--- src/design/mpq_pkg.sv ---
`timescale 1ns / 1ps
`default_nettype none
// ----------------------------------------------------------------------------
// mpq_pkg: shared types for the two-key max priority queue
// Request and result item layouts, the sort key and its ordering, and the
// command that is broadcast to every cell of the sorted chain.
// ----------------------------------------------------------------------------
package mpq_pkg;

    // Field widths fixed by the item layout.
    localparam int REQ_BITS   = 2;
    localparam int TAG_W      = 16;
    localparam int ID_BITS    = 20;
    localparam int SCORE_BITS = 10;

    // Widest stored tag that the block supports.
    localparam int TAG_MAX_BITS = 32;

    // Request codes.
    localparam logic [REQ_BITS-1:0] REQ_INSERT = 2'd0;
    localparam logic [REQ_BITS-1:0] REQ_POP    = 2'd2;

    // One request item.
    typedef struct packed {
        logic [REQ_BITS-1:0]   req_type;
        logic [TAG_W-1:0]      rec_tag;
        logic [ID_BITS-1:0]    rec_id;
        logic [SCORE_BITS-1:0] rec_score;
    } req_t;

    // One result item.
    typedef struct packed {
        logic                  is_empty;
        logic [TAG_W-1:0]      top_tag;
        logic [ID_BITS-1:0]    top_id;
        logic [SCORE_BITS-1:0] top_score;
        logic                  insert_dropped;
    } rsp_t;

    // Sort key held by each cell.
    typedef struct packed {
        logic [SCORE_BITS-1:0] score;
        logic [ID_BITS-1:0]    id;
    } key_t;

    // Command broadcast to all cells in the same cycle.
    typedef struct packed {
        logic ins;
        logic pop;
        key_t key;
    } cell_cmd_t;

    // True when key a ranks strictly before key b: larger score, then smaller id.
    function automatic logic ranks_before(input key_t a, input key_t b);
        logic result;
        if (a.score != b.score)
        begin
            result = (a.score > b.score);
        end
        else
        begin
            result = (a.id < b.id);
        end
        return result;
    endfunction

endpackage
`default_nettype wire

--- src/design/mpq_cell.sv ---
`timescale 1ns / 1ps
`default_nettype none
// ----------------------------------------------------------------------------
// mpq_cell: one position of the sorted chain
// Holds one record. On an insert it keeps its record, takes the new one, or
// takes its left neighbor's record; on a pop it takes its right neighbor's.
// ----------------------------------------------------------------------------
module mpq_cell #(
    parameter int TAG_BITS = 16
) (
    input  wire                     clk,
    input  wire                     occupied,
    input  mpq_pkg::cell_cmd_t      cmd,
    input  wire  [TAG_BITS-1:0]     tag_new,
    input  wire                     left_go,
    input  mpq_pkg::key_t           left_key,
    input  wire  [TAG_BITS-1:0]     left_tag,
    input  mpq_pkg::key_t           right_key,
    input  wire  [TAG_BITS-1:0]     right_tag,
    output logic                    go,
    output mpq_pkg::key_t           key,
    output logic [TAG_BITS-1:0]     tag
);

    mpq_pkg::key_t         key_reg;
    mpq_pkg::key_t         key_next;
    logic [TAG_BITS-1:0]   tag_reg;
    logic [TAG_BITS-1:0]   tag_next;

    // An empty position always gives way to a new record.
    assign go = !occupied || mpq_pkg::ranks_before(cmd.key, key_reg);

    // Choose what this position holds after the command.
    always_comb
    begin
        key_next = key_reg;
        tag_next = tag_reg;
        if (cmd.ins && go)
        begin
            if (left_go)
            begin
                key_next = left_key;
                tag_next = left_tag;
            end
            else
            begin
                key_next = cmd.key;
                tag_next = tag_new;
            end
        end
        else if (cmd.pop)
        begin
            key_next = right_key;
            tag_next = right_tag;
        end
    end

    // Record storage needs no reset.
    always_ff @(posedge clk)
    begin
        key_reg <= key_next;
        tag_reg <= tag_next;
    end

    assign key = key_reg;
    assign tag = tag_reg;

endmodule
`default_nettype wire

--- config.mk ---
export PLATFORM = sky130hd
export DESIGN_NAME = mpq_cell
export DESIGN_NICKNAME = d
export VERILOG_FILES = /design/src/design/mpq_pkg.sv /design/src/design/mpq_cell.sv
export SDC_FILE = /design/constraint.sdc
export NUM_CORES = 1
export LEC_CHECK = 0
export ABC_AREA = 1
export BUFFER_PORTS_ARGS = -buffer_cell sky130_fd_sc_hd__clkbuf_2
export CORE_UTILIZATION = 40
export CTS_BUF_LIST = sky130_fd_sc_hd__clkbuf_16
export CTS_CLUSTER_DIAMETER = 60
export DETAILED_ROUTE_END_ITERATION = 10
export PLACE_DENSITY_LB_ADDON = 0.3
export SLEW_MARGIN = 20
export SYNTH_ARGS = -nofsm -noshare
export SYNTH_HDL_FRONTEND = slang
export SYNTH_SLANG_ARGS = --single-unit
--- constraint.sdc ---
create_clock -name clk -period 4.2 [get_ports clk]
set_clock_uncertainty 0.05 [all_clocks]
set_input_delay 0.21 -clock clk [delete_from_list [all_inputs] [get_ports clk]]
set_output_delay 0.21 -clock clk [all_outputs]
set_load 0.02 [all_outputs]
# Yosys cells after proc, flatten, opt, wreduce, memory -nomap -nowiden
# Cells that the tools add are included.
[op_classes]
addsub = 0
mul = 0
div_mod_pow = 0
magnitude_cmp = 2
eq_ne = 1
shift = 0
muxes = 7
bitwise_logic = 0
n_reduce_logical = 4
[op_table]
columns = ["op", "count"]
rows = [
  ["two-way mux 30 bit", 3],
  ["two-way mux 16 bit", 3],
  ["< comparator 20 bit", 1],
  ["> comparator 10 bit", 1],
  ["!= test 10 bit", 1],
  ["nonzero test 2 bit", 1],
  ["logical AND 1 bit", 1],
  ["zero test 1 bit", 1],
  ["logical OR 1 bit", 1],
  ["two-way mux 1 bit", 1],
]
[totals]
ff_bits = 46
latch_bits = 0
mem_bits_rw = 0
mem_bits_ro = 0
output_inout_bits = 47
wordCells = 17
n_memories = 0

# Logic depth before layout (Yosys ltp)
# Gate-level depths: netlist (run 1).
[logic_depth]
depth_word = 5
mapped_depth = 16

# Least setup slack after synthesis (run 1)
# OpenSTA, ideal clock, no wires.
[synth_path]
path_type = "flip-flop to flip-flop"
startpoint = "reg key_reg (netlist bit key[25])"
endpoint = "reg key_reg (netlist bit key[0]) (enable)"
t_arrival_ns = 2.731
required_ns = 3.746
slack_ns = 1.014
path_stages_with_launch = 15
path_cell_list = "edfxtp_1 inv_1 ha_1 nand2_1 nor2_1 nand2_1 nor2_2 nand2_1 nor2_1 nand3_1 nand2_1 nand2_1 buf_6 buf_6 nand2_1"
[synth_via]
elab_chain_cells = 5
elab_cells_between_ends = 6
[synth_rtl]
columns = ["element", "line_no", "text"]
rows = [
  ["start: declaration", "mpq_cell.sv:25", "mpq_pkg::key_t key_reg;"],
  ["start signal: assignment", "mpq_cell.sv:61", "key_reg <= key_next;"],
  ["> comparator 10 bit or != test 10 bit (tied branches)", "mpq_pkg.sv:58, mpq_pkg.sv:56", ""],
  ["two-way mux 1 bit *", "mpq_pkg.sv:56", "if (a.score != b.score)"],
  ["logical OR 1 bit *", "mpq_cell.sv:31", "assign go = !occupied || mpq_pkg::ranks_before(cmd.key, key_reg);"],
  ["logical AND 1 bit *", "mpq_cell.sv:38", "if (cmd.ins && go)"],
  ["nonzero test 2 bit (no source line) *", "--", ""],
]
# Every way passes the cells marked *; elsewhere a longest branch is shown, timed or not.
# A chain may end at the register's enable or synchronous reset.

# Worst setup path after layout (run 1)
[layout_path]
startpoint = "reg key_reg (netlist bit key[25])"
endpoint = "reg tag_reg[14], in the netlist tag[14] (enable)"
[layout_via]
elab_chain_cells = 5
elab_cells_between_ends = 6
[layout_rtl]
columns = ["element", "line_no", "text"]
rows = [
  ["> comparator 10 bit or != test 10 bit (tied branches)", "mpq_pkg.sv:58, mpq_pkg.sv:56", ""],
  ["two-way mux 1 bit *", "mpq_pkg.sv:56", ""],
  ["logical OR 1 bit *", "mpq_cell.sv:31", ""],
  ["logical AND 1 bit *", "mpq_cell.sv:38", ""],
  ["nonzero test 2 bit (no source line) *", "--", ""],
  ["end signal: assignment", "mpq_cell.sv:62", "tag_reg <= tag_next;"],
  ["end: declaration", "mpq_cell.sv:27", "logic [TAG_BITS-1:0] tag_reg;"],
]
# Marks and branches as above.

==> summary.md, run 1 <==
| Metric | Value |
|---|---|
| Max incr delay on CP | `about 0.57 ns` |
| Synth Area in Adders | `10.5%` |
| CP Capture Type | `flop` |
| Drt pass-1 iters | `4` |
| Largest net degree at the start of global routing | `49` |
| Pre-CTS setup slack | `1.36 ns` |
| Netlist Area Pre-Place | `3460 sq um` |
| Syn_nets | `roughly 580` |
| DP HPWL | `6700 um` |
| Min-delay src | `right_key[7]` |
| Initial antenna violation count | `0` |
| Final-report max-slew violation count | `0` |
| Clock Sinks | `46` |
| Root Buffer | `clkbuf_16` |
| Core area | `8300 sq um` |
| Min Tclk post-route | `2.80 ns` |
| Required time of the worst setup path | `4.11 ns` |
| Max FFs per register | `30` |
| Buffers on Ports | `189` |
| RR Startpoint | `key[25]$_DFFE_PP_` |
| Hold EP | `key[7]$_DFFE_PP_` |
| Placer Congestion | `about 0.76` |
| Max Root-Sink Buffers | `2` |
| Status | `finished, final reports clean` |
| Layout Cells excl Fill | `688` |
| Worst reg2reg path endpoint | `tag[14]$_DFFE_PP_` |
| Avg Cell Area, Syn | `8.54 sq um` |
| Slew headroom | `27.1%` |
| Final Hold Vio Count | `0` |
| Die Y | `95 um` |
| Vias in the first global route | `3070` |
| CP cell instances | `inv_1, ha_1, nand2_1, nor2_1, nand2_1, nor2_2, nand2_1, nor2_1, nand3_1, nand2_2, nand2_2, nand2_2, buf_4` |
| Via density per instance | `between 4 and 5` |
| CP Launch Point | `key[25]$_DFFE_PP_` |
| Final setup fails | `0` |
| Core Rows | `33` |
| DR vias | `3297` |
| Worst hold stages | `3` |
| DRC viols | `0` |
| Syn Inst Count | `just over 400` |
| Synth Area in XOR/XNOR | `0%` |
| Fmax | `approximately 0.36 GHz` |
| Type of the most critical hold path | `in -> reg` |
| WL final | `8810 um` |
| Layout cells sized above 1 | `42.4%` |
| Initial DRC count | `45` |
| Resized Gates After CTS | `0` |
| Worst path slowest cell | `nand2_2` |
| Antenna Nets Post-Route | `0` |
| Initial core utilization | `41.7%` |
| Clock H-tree levels | `2` |
| Grt total ovfl | `0` |
| Synth Area in Compound Gates | `between 2 and 2.5%` |
| Pwr per Cell Area | `around 330 nW/um^2` |
| R2R setup slack | `1.40 ns` |
| Yosys warns | `0` |
| I/O Pins | `190` |
| WL per Instance | `approximately 13 um` |
| #FFs+latches synth | `46` |
| Final WS setup | `1.40 ns` |
| Total die area | `about 9000 sq um` |
| Final Net Count | `756` |
| Post-Synth Simple-Gate Area | `24.3%` |
| Placed cell areas | `~4400 sq um` |
| Reg2Reg Depth | `13` |
| Sequential fraction of the synthesis area | `39.9%` |
| RSZ-0062 raised after global routing | `false` |
| Max-cap violations | `0` |
| # hold bufs at CTS | `0` |
| Ant. Diodes | `0` |
| CTS Buf Count | `5` |
| Period utilisation layout | `66.8%` |
| VDD IR max | `slightly below 0.0002 V` |
| CTS tree | `yes` |
| Worst-path clk slew | `0.06 ns` |
| Leak | `2.54 nW` |
| GRT Total Usage | `19.2%` |
| Final instance area | `4570 sq um` |
| Die X | `between 90 and 100 um` |
| Crit Path Class | `reg -> reg` |
| Area Overhead vs Synth | `32.2%` |
| Multiplexer share of the synthesized area | `14.3%` |
| Unique masters post-synth | `19` |
| Final setup TNS | `0 ns` |
| Worst slew pin tran | `1.09 ns` |
| Post-Place Cells | `682` |
| CP Max Fanout | `28` |
| Clk_lat worst skew | `0.28 ns` |
| Crit start category | `flop` |
| Total setup buffers inserted after CTS | `0` |
| CP arrival | `roughly 2.7 ns` |
| First-pass GRT wire length | `13400 um` |
| Main combinational cell family by area after synthesis | `simple AND/OR/NAND/NOR gates` |
==> through the flow <==
stage	hold WS [ns]	utilization, %	power (W)
after floorplan	0.339	-	0.000962
final	0.145	55.1	0.00149
after global placement	0.429	53.5	0.00113
after detailed placement	0.427	53.5	0.00115
after CTS	0.139	55.1	0.00151
after global routing	0.138	55.1	0.00158
==> cell usage after synthesis <==
cell | n | area share (%)
nand3_1 | 49 | 7.1
nor2_1 | 9 | 0.98
nand2_2 | 1 | 0.18
nor2_2 | 1 | 0.18
nor2_4 | 1 | 0.33
o21ai_0 | 2 | 0.29
buf_1 | 2 | 0.22
buf_2 | 3 | 0.43
nand2_1 | 143 | 16
mux2_2 | 44 | 14
a21boi_1 | 1 | 0.22
a21oi_1 | 8 | 1.2
inv_1 | 49 | 5.3
ha_1 | 29 | 10
buf_4 | 4 | 0.87
buf_6 | 4 | 1.3
a21o_1 | 2 | 0.43
edfxtp_1 | 46 | 40
clkbuf_1 | 7 | 0.76
==> per-layer routing <==
metal / GRT usage [%] / up-vias / share of wire, %
li1: - / 1691 / -
met1: 21.7 / 1452 / 42
met2: 35.3 / 142 / 49
met3: 4.83 / 12 / 7.6
met4: 5.93 / 0 / 1.2
met5: 0 / - / 0
==> critical path, delay by kind of cell (launching register included) <==
family                     cells  cell delay (ns)
and+or+nand+nor               10             1.35
buffers and inverters          2             0.44
DFF                            1             0.34
adders and majority gates      1             0.29
==> logic make-up after synthesis <==
kind of cell / Yosys count
AOI/OAI and AO/OA: 13
adders and majority gates: 29
buffers and inverters: 69
DFF: 46
muxes: 44
and+or+nand+nor: 204
==> area by class of cell <==
type	count	area, sq um
fill	788	3720
tap	105	131
timing repair buffer	192	971
inverter	49	184
clock inverter	1	3.75
sequential	46	1380
clock buffer	5	125
multi-input combinational	290	1780
==> where the power goes <==
| part | switching [W] | leakage, nW | internal (W) |
|---|---|---|---|
| Clock | 0.000148 | 0.0632 | 0.000212 |
| Sequential | 0.0000274 | 0.471 | 0.000589 |
| Combinational | 0.000309 | 2.00 | 0.000204 |
==> worst max-delay path by stage <==
| stage | endpoint | cells after the start |
|---|---|---|
| floorplan | key[0]$_DFFE_PP_ | 14 |
| global placement | key[27]$_DFFE_PP_ | 13 |
| global route | tag[3]$_DFFE_PP_ | 13 |
| CTS | key[20]$_DFFE_PP_ | 13 |
| detailed placement | tag[11]$_DFFE_PP_ | 13 |
| finish | tag[14]$_DFFE_PP_ | 13 |
==> placed cells by master (no fill, tap or decap), drive strengths merged <==
cell type,instances
inv,49
clkbuf,193
a21o,2
nand3,49
edfxtp,46
clkinv,1
mux2,44
ha,29
a21oi,8
a21boi,1
o21ai,2
nor2,11
buf,4
nand2,144
Note: power is estimated with default switching activity, not from simulation.
==> run 2: changes to the inputs <==
--- a/config.mk
+++ b/config.mk
@@ -5,7 +5,7 @@
 export SDC_FILE = /design/constraint.sdc
 export NUM_CORES = 1
 export LEC_CHECK = 0
-export ABC_AREA = 1
+export ABC_AREA = 0
 export BUFFER_PORTS_ARGS = -buffer_cell sky130_fd_sc_hd__clkbuf_2
 export CORE_UTILIZATION = 40
 export CTS_BUF_LIST = sky130_fd_sc_hd__clkbuf_16
==> constraint.sdc (replaced) <==
create_clock -name clk -period 2.58 [get_ports clk]
set_clock_uncertainty 0.05 [all_clocks]
set_input_delay 0.129 -clock clk [delete_from_list [all_inputs] [get_ports clk]]
set_output_delay 0.129 -clock clk [all_outputs]
set_load 0.02 [all_outputs]
==> summary.md, run 2 <==
| Metric | Value |
|---|---|
| Syn Inst Count | `roughly 250` |
| Root Buffer | `clkbuf_16` |
| VDD IR max | `between 0.0003 and 0.0004 V` |
| Grt total ovfl | `0` |
| Commonest non-fill, non-tap cells in the layout | `clkbuf_2, mux2_4, edfxtp_1, mux2_2, inv_1` |
| Most frequent cells after synthesis | `mux2_2, edfxtp_1, inv_1` |
| Buffers on Ports | `189` |
| Placer Congestion | `0.744` |
| Vias in the first global route | `roughly 2900` |
| Yosys warns | `0` |
| Largest cells by area after synthesis | `edfxtp_1, mux2_2, ha_1, mux2_1, inv_1` |
| Largest net degree at the start of global routing | `30` |
| RR Startpoint | `key[3]$_DFFE_PP_` |
| Worst slew pin tran | `0.537 ns` |
| Initial DRC count | `56` |
| DRC viols | `0` |
| #FFs+latches synth | `46` |
| I/O Pins | `190` |
| Crit Path Class | `reg -> reg` |
| Status | `finished, violations left` |
| Core area | `around 8000 sq um` |
| Required time of the worst setup path | `between 2 and 3 ns` |
| First-pass GRT wire length | `around 13000 um` |
| Final Hold Vio Count | `0` |
| Top-count cell post-synth | `mux2_2` |
| Worst reg2reg path endpoint | `key[26]$_DFFE_PP_` |
| Die Y | `92.0 um` |
| Area Overhead vs Synth | `58.1%` |
| Post-synth EDFFs | `46` |
| RSZ-0062 raised after global routing | `true` |
| Hold_ws | `0.0960 ns` |
| Area share of the largest cell type after synthesis | `42.6%` |
| Failing checks | `setup timing` |
| Final setup fails | `92` |
| Core Rows | `32` |
| Fmax | `0.370 GHz` |
| Top_reg_cell synth | `edfxtp_1` |
| Netlist Area Pre-Place | `about 3200 sq um` |
| Leak | `2.60 nW` |
| Crit start category | `flop` |
| Avg Cell Area, Syn | `12.8 sq um` |
| Via density per instance | `4.94` |
| Final-report max-slew violation count | `0` |
| CP Launch Point | `key[3]$_DFFE_PP_` |
| R2R setup slack | `-0.13 ns` |
| Syn_nets | `426` |
| Die X | `92.0 um` |
| Final WS setup | `-0.126 ns` |
| DR vias | `between 2000 and 3000` |
| Layout cells sized above 1 | `71.9%` |
| GRT Total Usage | `20.2%` |
| Type of the most critical hold path | `in -> reg` |
| Initial core utilization | `about two fifths` |
| Worst-path clk slew | `0.07 ns` |
| Antenna Nets Post-Route | `0` |
| Ant. Diodes | `0` |
| Max FFs per register | `30` |
| Slew headroom | `64.2%` |
| CTS Buf Count | `5` |
| Max Root-Sink Buffers | `2` |
| CP Capture Type | `flop` |
| Total power | `0.00269 W` |
| Crit path capture | `key[26]$_DFFE_PP_` |
| Pwr per Cell Area | `525 nW/um^2` |
| CP arrival | `approximately 2.6 ns` |
| DP HPWL | `6380 um` |
| Drt pass-1 iters | `4` |
| Clock H-tree levels | `2` |
| Unique masters post-synth | `29` |
| Sequential fraction of the synthesis area | `42.6%` |
| Clock Sinks | `between 40 and 50` |
| Period utilisation layout | `105%` |
| Fraction of registers with async set/reset | `0%` |
| Final Net Count | `between 600 and 700` |
| CTS tree | `yes` |
| CP Max Fanout | `19` |
| Initial antenna violation count | `0` |
| Most common cell after layout, fill and taps aside | `clkbuf_2` |
| WL per Instance | `15.2 um` |
| Total die area | `8470 sq um` |
| Reg2Reg Depth | `12` |
| Yosys top cell by area | `edfxtp_1` |
| Max-cap violations | `0` |
| Min Tclk post-route | `2.71 ns` |
| WL final | `8670 um` |
| Clk_lat worst skew | `0.28 ns` |
==> run 2: worst min path at each step <==
stage                  startpoint                 to  slack (ns)  cells past startpoint
floorplan           right_key[20]  key[20]$_DFFE_PP_        0.28                      1
global placement     right_key[8]   key[8]$_DFFE_PP_        0.37                      2
detailed placement  right_key[20]  key[20]$_DFFE_PP_        0.37                      2
CTS                 right_key[28]  key[28]$_DFFE_PP_        0.08                      2
global route         right_key[6]   key[6]$_DFFE_PP_        0.09                      2
finish               right_key[4]   key[4]$_DFFE_PP_         0.1                      2
==> run 2: repair_timing <==
item | 4_1_cts | 5_1_grt
gates cloned | 2 | 2
buffers inserted | 9 | 1
gates resized for setup | 37 | 26
endpoints found under the setup margin | 92 | 92
pin swaps | 1 | 2
hold buffers | 0 | 0
==> run 2: kinds of logic (layout without fill, tap and decap cells) <==
group	count (synthesis)	in the layout	synth area share [%]
multiplexers	91	91	31.6
AND/OR/NAND/NOR	22	22	3.59
adder cells (fa/ha/maj)	29	29	11.2
AO/OA/AOI/OAI	26	26	5.48
flip-flops	46	46	42.6
buffers and inverters	40	256	5.48
==> run 2: power by group <==
| group | switching, W | leakage, nW | internal, W |
|---|---|---|---|
| logic | 0.000463 | 2.06 | 0.000528 |
| clock network | 0.000271 | 0.0773 | 0.000449 |
| registers | 0.0000402 | 0.463 | 0.000943 |
| total | 0.000774 | 2.60 | 0.00192 |
==> run 2: stage by stage <==
| stage | worst slack [ns] | instance area, sq um | instances | utilization (%) | setup TNS, ns |
|---|---|---|---|---|---|
| 2_1_floorplan | -0.165 | 3300 | 254 | - | -10.60 |
| 3_3_place_gp | -0.0825 | 4520 | 552 | 58.2 | -5.88 |
| 3_5_place_dp | -0.116 | 4520 | 552 | 58.2 | -6.55 |
| 4_1_cts | -0.116 | 4980 | 570 | 64.1 | -6.34 |
| 5_1_grt | -0.206 | 5120 | 572 | 66.0 | -15.90 |
| 6_report | -0.126 | 5120 | 572 | 66.0 | -9.03 |
==> run 2: critical path, cell delays in order (launching register included) <==
cell,delay (ns)
edfxtp_1,0.35
inv_1,0.06
ha_1,0.20
buf_4,0.14
a211o_1,0.29
a31oi_4,0.17
o221ai_4,0.14
a211oi_4,0.30
o31ai_4,0.12
buf_6,0.15
buf_8,0.14
nand2b_4,0.11
buf_12,0.18
==> run 2: cell type report <==
class / instances / area, sq um
fillers: 630 / 2640
clock buffers: 5 / 125
well taps: 102 / 128
repair buffers: 219 / 1320
clock inverters: 2 / 33.8
multi-input cells: 168 / 2030
inverters: 30 / 113
flip-flops and latches: 46 / 1380
==> run 2: layer usage <==
layer,up-vias,GRT usage [%],part of all wire [%]
met5,-,0,0
met3,14,3.90,4.9
met1,1323,22.9,40
met4,0,5.99,1.9
li1,1379,-,-
met2,107,37.9,54
